**config.mk**
```make
export PLATFORM = sky130hd
export DESIGN_NAME = gyro_fifo_average_scale
export DESIGN_NICKNAME = d
export VERILOG_FILES = /design/src/hw/rtl/gfas_pkg.sv /design/src/hw/rtl/gfas_lane.sv /design/src/hw/rtl/gyro_fifo_average_scale.sv
export SDC_FILE = /design/constraint.sdc
export NUM_CORES = 2
export LEC_CHECK = 0
export BUFFER_PORTS_ARGS = -buffer_cell sky130_fd_sc_hd__buf_2
export CAP_MARGIN = 20
export CORE_MARGIN = 2
export CORE_UTILIZATION = 55
export CTS_BUF_LIST = sky130_fd_sc_hd__clkbuf_2 sky130_fd_sc_hd__clkbuf_4 sky130_fd_sc_hd__clkbuf_8
export CTS_CLUSTER_DIAMETER = 150
export DETAILED_ROUTE_END_ITERATION = 10
export PLACE_DENSITY = 0.75
export SLEW_MARGIN = 25
export SYNTH_ARGS = -nofsm -noshare
export SYNTH_HDL_FRONTEND = slang
export SYNTH_SLANG_ARGS = --single-unit
```
**constraint.sdc**
```tcl
create_clock -name clk -period 7.15 [get_ports clk]
set_input_delay 1.0725 -clock clk [delete_from_list [all_inputs] [get_ports clk]]
set_output_delay 1.0725 -clock clk [all_outputs]
set_load 0.005 [all_outputs]
```
**src/hw/rtl/gfas_pkg.sv**
```systemverilog
// ----------------------------------------------------------------------------
// gfas_pkg
// Shared types, constants and helpers for the three-axis gyro block
// averager with full-scale conversion.
// ----------------------------------------------------------------------------
package gfas_pkg;

  // default run capacity in slots
  localparam int DEF_MAX_SLOTS = 32;

  // fixed field widths
  localparam int BYTE_W    = 8;
  localparam int SAMPLE_W  = 16;
  localparam int OPND_W    = 17;   // signed quotient or sample, holds +32768
  localparam int FACTOR_W  = 17;   // largest factor is 70000
  localparam int RATE_W    = 33;
  localparam int COUNT_W   = 6;
  localparam int SCALE_W   = 2;
  localparam int CFG_IDX_W = 1;
  localparam int CFG_DAT_W = 2;

  // configuration register indexes
  localparam logic [CFG_IDX_W-1:0] REG_SCALE_SELECT   = 1'd0;
  localparam logic [CFG_IDX_W-1:0] REG_AVERAGING_MODE = 1'd1;

  // full-scale select codes
  localparam logic [SCALE_W-1:0] SCALE_245DPS  = 2'd0;
  localparam logic [SCALE_W-1:0] SCALE_500DPS  = 2'd1;
  localparam logic [SCALE_W-1:0] SCALE_2000DPS = 2'd2;
  localparam logic [SCALE_W-1:0] SCALE_NONE    = 2'd3;

  // averaging mode codes
  localparam logic MODE_BYPASS = 1'b0;
  localparam logic MODE_STREAM = 1'b1;

  // sensitivity in micro-degrees per second per LSB
  localparam logic [FACTOR_W-1:0] FACTOR_245DPS  = 17'd8750;
  localparam logic [FACTOR_W-1:0] FACTOR_500DPS  = 17'd17500;
  localparam logic [FACTOR_W-1:0] FACTOR_2000DPS = 17'd70000;

  typedef enum logic [1:0] {
    ST_IDLE,
    ST_DIV,
    ST_MUL
  } gfas_state_t;

  // per-cycle commands from the sequencer to every lane
  typedef struct packed {
    logic acc;        // add negated sample into the running sum
    logic run_end;    // latch the new sum as dividend, clear the sum
    logic load_raw;   // take the sample as multiplier operand
    logic step;       // one restoring division step
    logic finish;     // last step: write the signed quotient as operand
  } gfas_lane_ctrl_t;

  function automatic logic [FACTOR_W-1:0] scale_factor(input logic [SCALE_W-1:0] sel);
    logic [FACTOR_W-1:0] f;
    case (sel)
      SCALE_245DPS:  f = FACTOR_245DPS;
      SCALE_500DPS:  f = FACTOR_500DPS;
      SCALE_2000DPS: f = FACTOR_2000DPS;
      SCALE_NONE:    f = '0;
      default:       f = '0;
    endcase
    return f;
  endfunction

endpackage

```
**src/hw/rtl/gfas_lane.sv**
```systemverilog
// ----------------------------------------------------------------------------
// gfas_lane
// One axis: running sum of negated samples, bit-serial restoring divider
// for the run average, and the full-scale multiply.
// ----------------------------------------------------------------------------
module gfas_lane #(
  parameter int MAX_SLOTS = gfas_pkg::DEF_MAX_SLOTS
) (
  input  logic                                    clk,
  input  logic                                    rst,
  input  gfas_pkg::gfas_lane_ctrl_t               ctrl,
  input  logic signed [gfas_pkg::SAMPLE_W-1:0]    sample,
  input  logic [$clog2(MAX_SLOTS+1)-1:0]          den,
  input  logic [gfas_pkg::FACTOR_W-1:0]           factor,
  output logic signed [gfas_pkg::RATE_W-1:0]      rate
);
  import gfas_pkg::*;

  localparam int CNT_W = $clog2(MAX_SLOTS + 1);
  localparam int SUM_W = SAMPLE_W + $clog2(MAX_SLOTS);
  localparam int PROD_W = OPND_W + FACTOR_W + 1;

  logic signed [SUM_W-1:0]    sum;
  logic signed [SUM_W-1:0]    sum_next;
  logic signed [SAMPLE_W-1:0] sample_neg;
  logic [SUM_W-1:0]           sum_mag;
  logic [SUM_W-1:0]           quo;
  logic [SUM_W-1:0]           quo_next;
  logic [CNT_W-1:0]           rem;
  logic [CNT_W:0]             rem_shift;
  logic [CNT_W:0]             rem_sub;
  logic                       ge;
  logic                       neg;
  logic [OPND_W-1:0]          quo_mag;
  logic signed [OPND_W-1:0]   opnd;
  logic signed [PROD_W-1:0]   prod;

  // 16-bit wrap negate: the most negative sample maps onto itself
  assign sample_neg = -sample;
  assign sum_next   = sum + SUM_W'(sample_neg);
  assign sum_mag    = sum_next[SUM_W-1] ? -sum_next : sum_next;

  // restoring division step, one quotient bit per cycle
  assign rem_shift = {rem, quo[SUM_W-1]};
  assign ge        = (rem_shift >= {1'b0, den});
  assign rem_sub   = rem_shift - {1'b0, den};
  assign quo_next  = {quo[SUM_W-2:0], ge};
  assign quo_mag   = OPND_W'({1'b0, quo_next});

  // running sum
  always_ff @(posedge clk) begin
    if (rst) begin
      sum <= '0;
    end else if (ctrl.run_end) begin
      sum <= '0;
    end else if (ctrl.acc) begin
      sum <= sum_next;
    end
  end

  // divider and operand
  always_ff @(posedge clk) begin
    if (ctrl.run_end) begin
      quo <= sum_mag;
      rem <= '0;
      neg <= sum_next[SUM_W-1];
    end else if (ctrl.step) begin
      quo <= quo_next;
      rem <= ge ? CNT_W'(rem_sub) : CNT_W'(rem_shift);
    end
    if (ctrl.load_raw) begin
      opnd <= OPND_W'(sample);
    end else if (ctrl.finish) begin
      opnd <= neg ? -$signed(quo_mag) : $signed(quo_mag);
    end
  end

  // full-scale multiply, registered by the merge stage
  assign prod = opnd * $signed({1'b0, factor});
  assign rate = prod[RATE_W-1:0];

endmodule

```
**src/hw/rtl/gyro_fifo_average_scale.sv**
```systemverilog
// ----------------------------------------------------------------------------
// gyro_fifo_average_scale
// Three-axis gyro FIFO averager with full-scale conversion to micro-degrees
// per second. Three axis lanes work side by side; this level sequences them
// and merges their results into one output register.
// ----------------------------------------------------------------------------
// Usage:
//   Input requests carry one FIFO slot (X/Y/Z little-endian byte pairs and a
//   last mark) on in_valid / in_stall. Results leave on out_valid /
//   out_stall and sit in an output register until taken.
//   Bypass mode: each slot gives one result, registered as multiply operand
//   and then in the output register; no new slot is taken until it is there.
//   Stream mode: slots that do not end a run are taken one per cycle and
//   give no result. A slot that ends a run (last mark, or the MAX_SLOTS-th
//   slot) starts a bit-serial divide over the SUM_W = 16 + clog2(MAX_SLOTS)
//   bit sum (21 at 32 slots), run in step by the three lanes, then the
//   multiply state, and in_stall is high meanwhile.
//   If the receiver stalls, the finished result waits in the multiply stage
//   until the output register frees; new slots are still taken while a
//   result waits in the output register.
//   Reset clears the sums and slot count, sets scale_select to the invalid
//   code (rates read zero) and selects bypass mode.
// ----------------------------------------------------------------------------
module gyro_fifo_average_scale #(
  parameter int MAX_SLOTS = gfas_pkg::DEF_MAX_SLOTS
) (
  input  logic                                   clk,
  input  logic                                   rst,
  // configuration
  input  logic                                   cfg_write,
  input  logic [gfas_pkg::CFG_IDX_W-1:0]         cfg_index,
  input  logic [gfas_pkg::CFG_DAT_W-1:0]         cfg_data,
  // input slot
  input  logic                                   in_valid,
  output logic                                   in_stall,
  input  logic [gfas_pkg::BYTE_W-1:0]            x_low,
  input  logic [gfas_pkg::BYTE_W-1:0]            x_high,
  input  logic [gfas_pkg::BYTE_W-1:0]            y_low,
  input  logic [gfas_pkg::BYTE_W-1:0]            y_high,
  input  logic [gfas_pkg::BYTE_W-1:0]            z_low,
  input  logic [gfas_pkg::BYTE_W-1:0]            z_high,
  input  logic                                   last_slot,
  // result
  output logic                                   out_valid,
  input  logic                                   out_stall,
  output logic signed [gfas_pkg::RATE_W-1:0]     rate_x,
  output logic signed [gfas_pkg::RATE_W-1:0]     rate_y,
  output logic signed [gfas_pkg::RATE_W-1:0]     rate_z,
  output logic [gfas_pkg::COUNT_W-1:0]           slots_averaged,
  output logic                                   forced_end
);
  import gfas_pkg::*;

  localparam int CNT_W  = $clog2(MAX_SLOTS + 1);
  localparam int SUM_W  = SAMPLE_W + $clog2(MAX_SLOTS);
  localparam int STEP_W = $clog2(SUM_W);

  gfas_state_t                state;
  gfas_state_t                state_next;
  gfas_lane_ctrl_t            ctrl;
  logic [SCALE_W-1:0]         scale_select;
  logic                       averaging_mode;
  logic [CNT_W-1:0]           slot_count;
  logic [CNT_W-1:0]           count_inc;
  logic [CNT_W-1:0]           den;
  logic [CNT_W-1:0]           res_count;
  logic                       res_forced;
  logic [STEP_W-1:0]          step_cnt;
  logic                       in_fire;
  logic                       run_done;
  logic                       forced;
  logic                       out_free;
  logic [FACTOR_W-1:0]        factor;
  logic signed [RATE_W-1:0]   lane_x;
  logic signed [RATE_W-1:0]   lane_y;
  logic signed [RATE_W-1:0]   lane_z;

  assign in_fire   = in_valid && !in_stall;
  assign count_inc = slot_count + CNT_W'(1);
  assign forced    = !last_slot && (count_inc >= CNT_W'(MAX_SLOTS));
  assign run_done  = last_slot || forced;
  assign out_free  = !out_valid || !out_stall;
  assign factor    = scale_factor(scale_select);

  // configuration registers
  always_ff @(posedge clk) begin
    if (rst) begin
      scale_select   <= SCALE_NONE;
      averaging_mode <= MODE_BYPASS;
    end else if (cfg_write) begin
      case (cfg_index)
        REG_SCALE_SELECT:   scale_select   <= cfg_data;
        REG_AVERAGING_MODE: averaging_mode <= cfg_data[0];
        default: ;
      endcase
    end
  end

  // next state
  always_comb begin
    state_next = state;
    case (state)
      ST_IDLE: begin
        if (in_valid) begin
          if (averaging_mode == MODE_BYPASS) begin
            state_next = ST_MUL;
          end else if (run_done) begin
            state_next = ST_DIV;
          end
        end
      end
      ST_DIV: begin
        if (step_cnt == '0) state_next = ST_MUL;
      end
      ST_MUL: begin
        if (out_free) state_next = ST_IDLE;
      end
      default: state_next = ST_IDLE;
    endcase
  end

  // lane commands and input stall
  always_comb begin
    ctrl     = '0;
    in_stall = 1'b1;
    case (state)
      ST_IDLE: begin
        in_stall = 1'b0;
        if (in_valid) begin
          if (averaging_mode == MODE_BYPASS) begin
            ctrl.load_raw = 1'b1;
          end else begin
            ctrl.acc     = 1'b1;
            ctrl.run_end = run_done;
          end
        end
      end
      ST_DIV: begin
        ctrl.step   = 1'b1;
        ctrl.finish = (step_cnt == '0);
      end
      ST_MUL: ;
      default: ;
    endcase
  end

  // sequencer registers
  always_ff @(posedge clk) begin
    if (rst) begin
      state      <= ST_IDLE;
      slot_count <= '0;
    end else begin
      state <= state_next;
      if (in_fire && averaging_mode == MODE_STREAM) begin
        slot_count <= run_done ? '0 : count_inc;
      end
    end
  end

  // per-run bookkeeping
  always_ff @(posedge clk) begin
    if (in_fire) begin
      if (averaging_mode == MODE_BYPASS) begin
        res_count  <= CNT_W'(1);
        res_forced <= 1'b0;
      end else if (run_done) begin
        den        <= count_inc;
        res_count  <= count_inc;
        res_forced <= forced;
        step_cnt   <= STEP_W'(SUM_W - 1);
      end
    end else if (state == ST_DIV) begin
      step_cnt <= step_cnt - STEP_W'(1);
    end
  end

  // axis lanes
  gfas_lane #(.MAX_SLOTS(MAX_SLOTS)) u_lane_x (
    .clk    (clk),
    .rst    (rst),
    .ctrl   (ctrl),
    .sample ($signed({x_high, x_low})),
    .den    (den),
    .factor (factor),
    .rate   (lane_x)
  );

  gfas_lane #(.MAX_SLOTS(MAX_SLOTS)) u_lane_y (
    .clk    (clk),
    .rst    (rst),
    .ctrl   (ctrl),
    .sample ($signed({y_high, y_low})),
    .den    (den),
    .factor (factor),
    .rate   (lane_y)
  );

  gfas_lane #(.MAX_SLOTS(MAX_SLOTS)) u_lane_z (
    .clk    (clk),
    .rst    (rst),
    .ctrl   (ctrl),
    .sample ($signed({z_high, z_low})),
    .den    (den),
    .factor (factor),
    .rate   (lane_z)
  );

  // merge stage: output register
  always_ff @(posedge clk) begin
    if (rst) begin
      out_valid <= 1'b0;
    end else if (state == ST_MUL && out_free) begin
      out_valid <= 1'b1;
    end else if (!out_stall) begin
      out_valid <= 1'b0;
    end
  end

  always_ff @(posedge clk) begin
    if (state == ST_MUL && out_free) begin
      rate_x         <= lane_x;
      rate_y         <= lane_y;
      rate_z         <= lane_z;
      slots_averaged <= COUNT_W'(res_count);
      forced_end     <= res_forced;
    end
  end

endmodule

```
## After elaboration in Yosys (flattened, before gate mapping)

Index checks and enable logic that the tools add are counted.

- Input bits: 57
- Output and inout port bits: 108
- Register bits after elaboration: 334
- Logic and storage cells: 132

- Reductions and logical operators: 22
- $mul: 3
- Add/subtract/negate cells: 17
- Magnitude comparators: 4
- Equality and inequality tests: 13
- Muxes and demuxes: 43
- Bitwise logic cells: 1

Operators by type and width:

| cell | number |
|---|---|
| 21-bit two-way mux | 9 |
| 17-bit two-way mux | 9 |
| 17-bit by 18-bit multiplier with 33-bit output | 3 |
| 17-bit case mux with 4 select lines | 1 |
| 21-bit by 16-bit adder with 21-bit output | 3 |
| 21-bit negation | 3 |
| 17-bit negation | 3 |
| 16-bit negation | 3 |
| 6-bit two-way mux | 5 |
| 7-bit by 6-bit greater-or-equal comparator with 1-bit output | 3 |
| 5-bit two-way mux | 4 |
| 6-bit subtractor | 3 |
| 2-bit two-way mux | 7 |
| 2-bit != test, second input constant | 4 |
| 6-bit by 1-bit adder with 6-bit output, second input constant | 1 |
| 2-bit == test, second input constant | 3 |
| 6-bit greater-or-equal comparator, second input constant | 1 |
| 3-bit two-way mux | 2 |
| 2-bit by 1-bit != test with 1-bit output, second input constant | 3 |
| 2-bit case mux with 3 select lines | 1 |
| 2-bit AND reduction | 3 |
| 3-bit AND reduction | 2 |
| 2-bit nonzero test | 3 |
| 5-bit logical NOT | 1 |
| other kinds (11) | 23 |

## Logic depth before layout (Yosys ltp)

- Word-level depth: 8
- Gate-level depth with buffers: 31
- Depth with buffers taken out: 28

## Hierarchy

A second synthesis with hierarchy kept.

- Cell total of the unflattened synthesis: 5313
- Area, all modules: 48587.8 um^2

Modules (own cells, without submodules):

| module | cells an instance | area an instance (um^2) | instances | seq. area each (um^2) |
|---|---|---|---|---|
| gfas_lane (u_lane_x) | 1691 | 14706.6 | 1 | 1711.6 |
| gfas_lane (u_lane_z) | 1699 | 14696.6 | 1 | 1711.6 |
| gfas_lane (u_lane_y) | 1684 | 14631.5 | 1 | 1711.6 |
| gyro_fifo_average_scale | 239 | 4553.1 | 1 | 3963.8 |

## Worst setup path before layout

OpenSTA, ideal clock, no wires.

- Path type: register to register
- Start point: register scale_select[0]
- End point: register rate_x[32] (netlist bit), data pin
- Arrival time: 7.448 ns
- Clock period less this slack: 7.716 ns
- Setup time: 0.268 ns
- Buffers on the path: 4
- Stages on the path, launching flop included: 28
- Path slack: -0.566 ns
- Required time: 6.882 ns
- Cell sequence: dfxtp_1 > inv_1 > clkbuf_1 > ha_1 > clkbuf_1 > clkbuf_1 > clkbuf_1 > nand2_1 > fa_1 > fa_1 > fa_1 > inv_1 > fa_1 > fa_1 > inv_1 > fa_1 > inv_1 > ha_1 > a21o_1 > or4_1 > a311oi_1 > nor4_1 > o311ai_1 > a31oi_1 > o21a_1 > o21a_1 > o41ai_1 > xnor2_1

- Cells in the longest elaborated chain, start to end: 3
- Elaborated cells between the ends (all ways): 6
- Classes of those cells: 1 x mul; 3 x eq/ne; 1 x mux; 1 x reduce/logical

RTL lines:

| item | line | text |
|---|---|---|
| start, declared | gyro_fifo_average_scale.sv:61 | `logic [SCALE_W-1:0] scale_select;` |
| start signal, assigned | gyro_fifo_average_scale.sv:92 | `REG_SCALE_SELECT: scale_select <= cfg_data;` |
| 2-bit == test, or another cell as far along | gfas_pkg.sv:58 | `case (sel)` |
| 17-bit case mux with 4 select lines (*) | gfas_pkg.sv:58 |  |
| 17-bit by 18-bit multiplier with 33-bit output (*) | gfas_lane.sv:79 | `assign prod = opnd * $signed({1'b0, factor});` |
| named net lane_x[32] | gyro_fifo_average_scale.sv:74 | `logic signed [RATE_W-1:0] lane_x;` |
| end signal, assigned | gyro_fifo_average_scale.sv:221 | `rate_x <= lane_x;` |
| end, declared | gyro_fifo_average_scale.sv:46 | `output logic signed [gfas_pkg::RATE_W-1:0] rate_x,` |

Mark *: on every way through the listed nets, which the timed path passes. The rest lies on a longest branch. The select of a mux whose other input is x is not followed.
A chain may end at the register's enable or synchronous reset.

## Worst setup path in the final report

Ends and elaborated chain as after synthesis.

==> qor_table.md <==
| Parameter | Value |
|---|---|
| Max stage delay cell, worst path | sky130_fd_sc_hd__fa_1 |
| Most common cell after layout, fill and taps aside | sky130_fd_sc_hd__inv_1 |
| Share of total power in combinational logic | 0.533 |
| Count of nets left with antenna violations after detail routing | 0 |
| Startpoint-to-endpoint class of the critical path | reg2reg |
| Number of library cell types mapped by synthesis | 89 |
| Filler Cells Inserted | 6219 |
| Die Y | 276 µm |
| Cell Count, Final, Fillers Out | 5606 |
| Cts bufs inserted | 60 |
| Clock sink count | 331 |
| Area of the core region | 0.0731 mm² |
| Count of max-cap constraint violations | 0 |
| Share of flip-flops with an asynchronous set or reset after synthesis | 0 |
| Clock tree buffer depth | 3 |
| Max Fanout on Critical Path | 18 |
| Depth of the most critical reg-to-reg path | 26 |
| Wire length reported by the detailed router | 95.0 mm |
| Clock power frac | 0.211 |
| Worst hold-check path type | reg2reg |
| Cell Int Power | 6230 µW |
| Critical R2R Capture | rate_x[32] |
| Number of enable flip-flop cells after synthesis | 238 |
| Net switching power of the design | 4210 µW |
| Number of placed cells counting well taps | 5469 |
| Placement row count | 99 |
| Fmax | 145 MHz |
| Clock root cell | sky130_fd_sc_hd__clkbuf_8 |
| Detailed-routing iteration count for the pre-antenna-repair pass | 9 |
| Final Hold Viols | 0 |
| Finish-stage setup viols | 0 |
| Min-Delay Path Depth | 0 |
| Total negative setup slack | 0 ns |
| Number of global-route vias before repair | 30.8k |
| Status | complete, but fails checks |
| Routed wire length per instance | 16.9 µm |
| Gr usage total | 0.255 |
| Final critical delay including setup and external delays | 6.91 ns |
| Initial antenna violation count | 11 |
| Required time of the worst setup path | 7.58 ns |
| Setup skew after layout | 0.0471 ns |
| Tcrit/Tclk final | 0.966 |
| CP startpoint kind | flip-flop |
| Net count, final | 5607 |
| Tightest hold margin | 0.417 ns |
| Area of the die | 0.0761 mm² |
| Count of state elements after synthesis | 331 |
| Share of total power consumed by net switching | 0.403 |
| Number of buffer and inverter instances along the worst setup path | 6 |
| Clock latency on the worst-skew pair | 0.73 ns |
| Effective utilization at floorplan | 0.556 |
| Critical Path Sink Type | flip-flop |
| Commonest cells after routing, fill and taps aside | sky130_fd_sc_hd__inv_1 (871), sky130_fd_sc_hd__ha_1 (499), sky130_fd_sc_hd__fa_1 (461), sky130_fd_sc_hd__nand2_1 (383), sky130_fd_sc_hd__edfxtp_1 (238) |
| Dominant delay contributor by cell family on the critical path | adder cells |
| Synth-to-layout area growth | 9.52% |
| Worst-case vdd ir drop | 0.000182 V |
| Wire length of the first global-routing pass | 155 mm |
| Cells after Synth | 4401 |
| Count of synthesis-stage warnings from yosys | 0 |
| Share of the yosys chip area belonging to registers | 0.222 |
| Detailed Route Iter0 Violations | 1996 |
| Hold Path Origin | res_count[0] |
| Largest net degree at the start of global routing | 95 |
| Boundary Pins | 165 |
| Most instantiated flip-flop cell in the synthesis netlist | sky130_fd_sc_hd__edfxtp_1 |
| Slew HR | 0.357 |
| Seq pwr share | 0.256 |
| Worst hold path endpoint | slots_averaged[0] |
| # H-tree levels | 2 |
| Weighted congestion reported at the end of routability-driven placement | 0.981 |
| Maximum single-stage delay on the critical path | 0.49 ns |
| Post-DR vias/cell | 5.40 |
| Critical R2R Launch | scale_select[0] |
| Drt drc | 24 |
| Layout cell share with drive strength beyond 1 | 0.0958 |
| Library cell appearing most often on the critical path | sky130_fd_sc_hd__fa_1 |
| Fin. max-slew vios | 0 |
| Data arrival at the endpoint of the critical path | 7.34 ns |
| Clock slew seen by the registers of the worst setup and hold paths | 0.06 ns |
| Cell Pwr Density | 235 mW/mm² |
| Via Count | 30.3k |
| Average cell area after synthesis | 9.24 µm² |
| Internal reg-to-reg setup slack | 0.24 ns |
| Post-Syn Area | 0.0407 mm² |
| Violated checks | design-rule violations |
| CTS tree | built |
| Dpl hpwl | 77.8 mm |
| Number of buffer cells added on primary ports | 161 |
| Setup repair after global routing missed its margin | yes |
| P_leak | 0.0219 µW |
| Overflow left after global routing | 0 |
| Die boundary width | 276 µm |
| Slew @ Worst Pin | 0.958 ns |
flip-flops by register name, indices dropped and copies added, names as in the netlist, 5 cells and up:
name,cells
step_cnt,5
u_lane_z.opnd,17
u_lane_y.opnd,17
u_lane_x.opnd,17
u_lane_z.rem,6
u_lane_y.quo,21
u_lane_x.sum,21
slots_averaged,6
rate_x,32
u_lane_z.sum,21
rate_y,32
den,6
u_lane_x.quo,21
slot_count,6
res_count,6
u_lane_z.quo,21
u_lane_y.rem,6
u_lane_x.rem,6
rate_z,32
u_lane_y.sum,21
routing by layer:
layer  up-vias  share of wire  routed length, µm  global-route usage
met5         -        0.00015                 14                   0
met4         2          0.023               2200              0.0641
met3       130          0.065               6190              0.0344
met2       725           0.48              45700               0.431
met1     14700           0.43              40800               0.347
li1      14700              -                  -                   -
kinds of logic (layout without fill, tap and decap cells):
family	Yosys count	after routing	share of synthesized area
muxes	8	8	0.00212
DFF	331	331	0.222
other	1	16	0.0000922
AOI/OAI and AO/OA	686	686	0.103
xor gates and xnor gates	281	281	0.0609
buffers and inverters	984	1215	0.0912
and+or+nand+nor	1142	1142	0.137
adders and majority gates	968	968	0.383
area by class of cell:
class                      count  area [µm²]  area share
timing repair buffer         228        1400      0.0314
antenna                       13        32.5    0.000731
inverter                     874        3280      0.0737
multi-input combinational   3088       28100       0.632
clock buffer                  90        1090      0.0244
sequential                   331        9010       0.202
tap                          959        1200      0.0269
clock inverter                23         372     0.00834
worst max path at each step:
stage | from | end | slack, ns | depth (start not counted)
global route | scale_select[0] | rate_x[32] | -0.08 | 26
finish | scale_select[0] | rate_x[32] | 0.24 | 26
CTS | scale_select[0] | rate_y[29] | -0.005 | 26
detailed placement | scale_select[1] | rate_y[32] | -0.001 | 24
floorplan | scale_select[0] | rate_x[32] | 0.004 | 27
global placement | scale_select[1] | rate_y[29] | 0.15 | 25
timing repair:
item / CTS / global route
hold buffers: 0 / 0
endpoints found under the setup margin: 3 / 14
pin swaps: 1 / 8
setup buffers: 0 / 11
resized for setup: 3 / 37
power by group through the flow:
stage	logic, µW	registers (µW)	clock network (µW)
global route	6400	2700	2330
finish	5570	2670	2210
global placement	5350	2700	0
CTS	5540	2670	2260
floorplan	4110	2700	0
detailed placement	5470	2710	0
stage by stage:
| step | setup WS [ns] | total power [µW] | utilization | cell area (µm²) |
|---|---|---|---|---|
| 3_5_place_dp | -0.00109 | 8180 | 0.585 | 42800 |
| 3_3_place_gp | 0.146 | 8060 | 0.585 | 42800 |
| 2_1_floorplan | 0.00371 | 6800 | - | 40700 |
| 4_1_cts | -0.00475 | 10500 | 0.606 | 44300 |
| 6_report | 0.242 | 10400 | 0.609 | 44500 |
| 5_1_grt | -0.0799 | 11400 | 0.609 | 44500 |
cells in the mapped netlist (13+ instances only):
cell type / count / share of area
sky130_fd_sc_hd__o211ai_1: 13 / 0.0024
sky130_fd_sc_hd__nor2b_1: 78 / 0.012
sky130_fd_sc_hd__edfxtp_1: 238 / 0.18
sky130_fd_sc_hd__or3_1: 20 / 0.0031
sky130_fd_sc_hd__o21a_1: 24 / 0.0044
sky130_fd_sc_hd__nor4_1: 17 / 0.0026
sky130_fd_sc_hd__nand2b_1: 26 / 0.0040
sky130_fd_sc_hd__xnor2_1: 177 / 0.038
sky130_fd_sc_hd__nand3_1: 44 / 0.0054
sky130_fd_sc_hd__nor3_1: 72 / 0.0089
sky130_fd_sc_hd__a211oi_1: 24 / 0.0044
sky130_fd_sc_hd__and2_1: 150 / 0.023
sky130_fd_sc_hd__o21ai_0: 233 / 0.029
sky130_fd_sc_hd__xor2_1: 102 / 0.022
sky130_fd_sc_hd__nand2_1: 387 / 0.036
sky130_fd_sc_hd__and3_1: 15 / 0.0023
sky130_fd_sc_hd__dfxtp_1: 93 / 0.046
sky130_fd_sc_hd__nor2_1: 232 / 0.021
sky130_fd_sc_hd__or2_2: 35 / 0.0054
sky130_fd_sc_hd__fa_1: 464 / 0.23
sky130_fd_sc_hd__ha_1: 503 / 0.15
sky130_fd_sc_hd__or4_1: 14 / 0.0026
sky130_fd_sc_hd__a21o_1: 50 / 0.0092
sky130_fd_sc_hd__clkbuf_1: 99 / 0.0091
sky130_fd_sc_hd__a21oi_1: 200 / 0.025
sky130_fd_sc_hd__inv_1: 873 / 0.081
sky130_fd_sc_hd__a31oi_1: 14 / 0.0022
No activity file was read; power rests on OpenSTA's default activity.
